## src/rtl/nibble_rle_palette_decoder_macros.svh

```systemverilog
// Assertion macros shared by the sprite decoder RTL.
`ifndef NIBBLE_RLE_PALETTE_DECODER_MACROS_SVH
`define NIBBLE_RLE_PALETTE_DECODER_MACROS_SVH

// Same-cycle implication, checked on every clock edge outside reset.
`define NRPD_ASSERT_IMP(lbl, ante, cons) \
  lbl: assert property (@(posedge clk_i) disable iff (!rst_ni) (ante) |-> (cons)) \
    else $error("decoder assertion failed");

// Next-cycle implication, checked on every clock edge outside reset.
`define NRPD_ASSERT_NXT(lbl, ante, cons) \
  lbl: assert property (@(posedge clk_i) disable iff (!rst_ni) (ante) |=> (cons)) \
    else $error("decoder assertion failed");

`endif

```

## src/rtl/nrpd_ram.sv

```systemverilog
// Generic single-write, single-read RAM with a registered read port.
module nrpd_ram #(
  parameter int Width = 8,
  parameter int Depth = 16
) (
  input  logic                     clk_i,
  input  logic                     we_i,
  input  logic [$clog2(Depth)-1:0] waddr_i,
  input  logic [Width-1:0]         wdata_i,
  input  logic                     re_i,
  input  logic [$clog2(Depth)-1:0] raddr_i,
  output logic [Width-1:0]         rdata_o
);

  logic [Width-1:0] mem_q [Depth];

  always_ff @(posedge clk_i) begin
    if (we_i) begin
      mem_q[waddr_i] <= wdata_i;
    end
    if (re_i) begin
      rdata_o <= mem_q[raddr_i];
    end
  end

endmodule

```

## config.mk

```make
export PLATFORM = sky130hd
export DESIGN_NAME = nrpd_ram
export DESIGN_NICKNAME = d
export VERILOG_FILES = /design/src/rtl/nibble_rle_palette_decoder_macros.svh /design/src/rtl/nrpd_ram.sv
export SDC_FILE = /design/constraint.sdc
export NUM_CORES = 1
export LEC_CHECK = 0
export BUFFER_PORTS_ARGS = -buffer_cell sky130_fd_sc_hd__buf_4
export CORE_ASPECT_RATIO = 2
export CORE_UTILIZATION = 60
export DETAILED_ROUTE_END_ITERATION = 12
export PLACE_DENSITY = 0.82
export SLEW_MARGIN = 30
export SYNTH_ARGS = -nofsm -noshare
export SYNTH_HDL_FRONTEND = slang
export SYNTH_SLANG_ARGS = --single-unit
```

## constraint.sdc

```tcl
create_clock -name clk_i -period 2.1 [get_ports clk_i]
set_clock_uncertainty 0.15 [all_clocks]
set_input_delay 0.105 -clock clk_i [delete_from_list [all_inputs] [get_ports clk_i]]
set_output_delay 0.105 -clock clk_i [all_outputs]
set_load 0.05 [all_outputs]
```

==> results by stage <==
Status:
- The flow ran to the end, and the final reports show no timing, DRC or antenna violations.

Place:
- The count of input and output buffers is 26.
- The final estimated routing congestion in global placement is 0.732.
- The HPWL reported at the end of detailed placement is 6400 µm.
- After detailed placement, the design holds a cell count of 364.

Timing:
- The total count of max-transition violations in the final report came to 0.
- Setup violations remaining at the end of the flow were counted as 0.
- The total count of hold-check failures in the final report was 0.
- Derived from the worst setup path, the maximum achievable clock frequency is 605 MHz.
- The clock period minus final worst setup slack is 1.65 ns.
- After routing, the total negative slack on setup checks comes to 0 ns.
- For the pin with the worst max-slew slack, the measured transition is 0.439 ns.
- The normalized max-slew margin is 0.707.
- Dividing the final minimum period by the clock period gives 0.787.
- Setup repair after global routing left no endpoint under its margin.

Pwr:
- The total power divided by cell area is 980 mW/mm².
- The post-route total power is 0.00615 W.
- The static leakage power is 2.15 nW.
- IR analysis of the VDD net gives a maximum drop of 0.000984 V.

Clock tree:
- The clock passes through at most 2 buffers.
- The later pin in the worst-skew pair is clocked with a latency of 0.41 ns.
- The CTS tree is yes.
- Clock-pin slew was measured on the worst setup and hold paths at 0.05 ns.
- Post-CTS timing repair inserted 0 buffers for setup.
- The number of clock buffers added by TritonCTS is 17.
- CTS saw 136 sinks.
- The CTS H-tree depth is 4.
- The tree is rooted in a sky130_fd_sc_hd__clkbuf_16.

Detailed routing:
- Once detail routing completed, the nets flagged for antenna violations numbered 0.
- The routed layout has 2539 vias.
- The first routing iteration left 199 violations.
- After detailed routing, the number of remaining DRC violations is 0.
- The final wirelength is 9880 µm.
- After detailed routing, the average wire length per cell comes to 24.4 µm.
- The first detailed-routing pass took 4 iterations.
- In the routed layout, each cell is associated on average with a via count of 6.27.

Synthesis:
- In this run, distinct cell masters in the synthesized netlist total 18.
- The top cell type's share of synthesized area is 0.781.
- The number of nets in the synthesized netlist is 248.
- After synthesis the cells add up to 0.00523 mm².
- The count of flip-flops with a built-in enable after synthesis is 136.
- The number of instances in the synthesized netlist is 229.
- In the synthesized netlist, the cells that appear most often are sky130_fd_sc_hd__edfxtp_1 (136), sky130_fd_sc_hd__mux4_2 (18), sky130_fd_sc_hd__a22oi_1 (16).
- The fraction of registers with async set/reset is 0.
- For this run, the leading register cell type out of synthesis is sky130_fd_sc_hd__edfxtp_1.
- By area the synthesized netlist is led by sky130_fd_sc_hd__edfxtp_1 (78%), sky130_fd_sc_hd__mux4_2 (7.8%), sky130_fd_sc_hd__mux4_1 (7.0%), sky130_fd_sc_hd__a22oi_1 (2.3%), sky130_fd_sc_hd__nor2_1 (0.93%).
- The most repeated cell in the gate-level netlist after synthesis is sky130_fd_sc_hd__edfxtp_1.
- The number of flip-flops and latches in the synthesized netlist is 136.
- The average instance area after synthesis is 22.8 µm².
- Of the synthesized area, sequential elements account for 0.781.
- Summed over all instances, the cell type with the most area after synthesis is sky130_fd_sc_hd__edfxtp_1.
- The synthesis warning total is 0.

Worst setup path:
- The peak fanout along the critical path is 1.
- The startpoint type of the worst setup path is a flip-flop.
- STA classifies the critical path endpoint as a flip-flop.
- The critical path start-end classification is flip-flop to flip-flop.
- The required time reported for the critical path endpoint is 2.11 ns.
- For the worst setup path, the data arrival time is 1.66 ns.

Floorplan:
- Measured along the x axis, the die boundary spans 68 µm.
- 27 I/O pins were placed.
- The core region is 0.00835 mm².
- The floorplan has 47 rows.
- From bottom edge to top edge, the die measures 134 µm.
- The initial utilization of the core area, before any placement, comes to 0.626.
- The die covers 0.00911 mm².

Min path:
- The path class of the tightest hold or removal check is primary input to flip-flop.

Global route:
- The residual overflow from global routing is 0.
- The initial antenna violation count came to 0.
- The global-route wire length before repair is 15400 µm.
- The pin count of the biggest net entering global routing is 33.
- The via count of the first global-routing pass is 2729.
- Across every metal layer, demand over resource in global routing totals 0.261.

Cells and area:
- Of the cells placed in the final design, the portion with a size suffix greater than 1 is 0.290.
- The number of fill cells in the layout is 458.
- Compared with the post-synthesis result, the final layout area differs by 20.1%.
- Once layout is complete, the cells apart from fillers number 405.
- 0 antenna diodes ended up in the layout.
- The net count reported at finish is 313.

Job:
- The count of maximum capacitance violations is 0.
## area by class of cell
cell class	instances	area, µm²	area share
Tap cell	98	123	0.0195
Clock inverter	12	109	0.0173
Clock buffer	20	437	0.0696
Sequential cell	136	4080	0.651
Timing Repair Buffer	56	468	0.0745
Multi-Input combinational cell	83	1060	0.168
## what timing repair did
item / CTS / global route
endpoints found under the hold margin: 136 / 0
hold buffers: 9 / 0
endpoints found under the setup margin: 0 / 0
resized for setup: 0 / 0
## registers in the layout, indices dropped and copies added, names as in the netlist
name     count
rdata_o      8
mem_q      128
## per-stage QoR
step	hold WS, ns	setup WS, ns	area, µm²	util
floorplan	0.0539	0.352	5230	-
global placement	0.245	0.275	5640	0.676
detailed placement	0.258	0.224	5640	0.676
CTS	0.0345	0.428	6280	0.752
global route	0.0452	0.385	6280	0.752
finish	0.0445	0.447	6280	0.752
## path summary, 6_finish.rpt
path	startpoint	endpoint	slack (ns)	cells past startpoint
max	mem_q[1][0]	rdata_o[0]	0.45	3
min	waddr_i[0]	mem_q[4][5]	0.04	3
max reg2reg	mem_q[1][0]	rdata_o[0]	0.45	3
min reg2reg	mem_q[14][1]	rdata_o[1]	0.60	3
## worst max-delay path, stage by stage, from the launching register on
cell and delay (ns):
sky130_fd_sc_hd__edfxtp_1 0.39, sky130_fd_sc_hd__mux4_1 0.55, sky130_fd_sc_hd__a22oi_1 0.21, sky130_fd_sc_hd__nand2_1 0.09
## routing by layer
layer	vias up	track usage	share of wire
met5	-	0	0
met4	0	0.127	0.023
met3	21	0.0782	0.046
met2	113	0.437	0.57
met1	1293	0.294	0.36
li1	1112	-	-
## power by group
| group | switching [W] | internal [W] | leakage, nW |
|---|---|---|---|
| logic | 0.000200 | 0.000150 | 0.653 |
| clock network | 0.00101 | 0.00171 | 0.263 |
| registers | 0.0000177 | 0.00306 | 1.24 |
## cell families (layout without fill, tap and decap cells)
| group | Yosys count | count (layout) | synth area share |
|---|---|---|---|
| multiplexers | 32 | 32 | 0.148 |
| AO/OA/AOI/OAI | 16 | 16 | 0.0230 |
| flip-flops | 136 | 136 | 0.781 |
| buffers and inverters | 10 | 88 | 0.0165 |
| AND/OR/NAND/NOR | 35 | 35 | 0.0314 |
## placed cells by master (no fill, tap or decap), drive strengths merged, types with 2 or more instances in the layout
master	count
dlygate4sd3	9
nand3b	2
nor2	13
a22oi	16
clkbuf	20
mux4	32
bufinv	2
clkinv	9
edfxtp	136
nand2b	2
nor3	4
buf	47
nand2	9
Note: power is estimated with default switching activity, not from simulation.
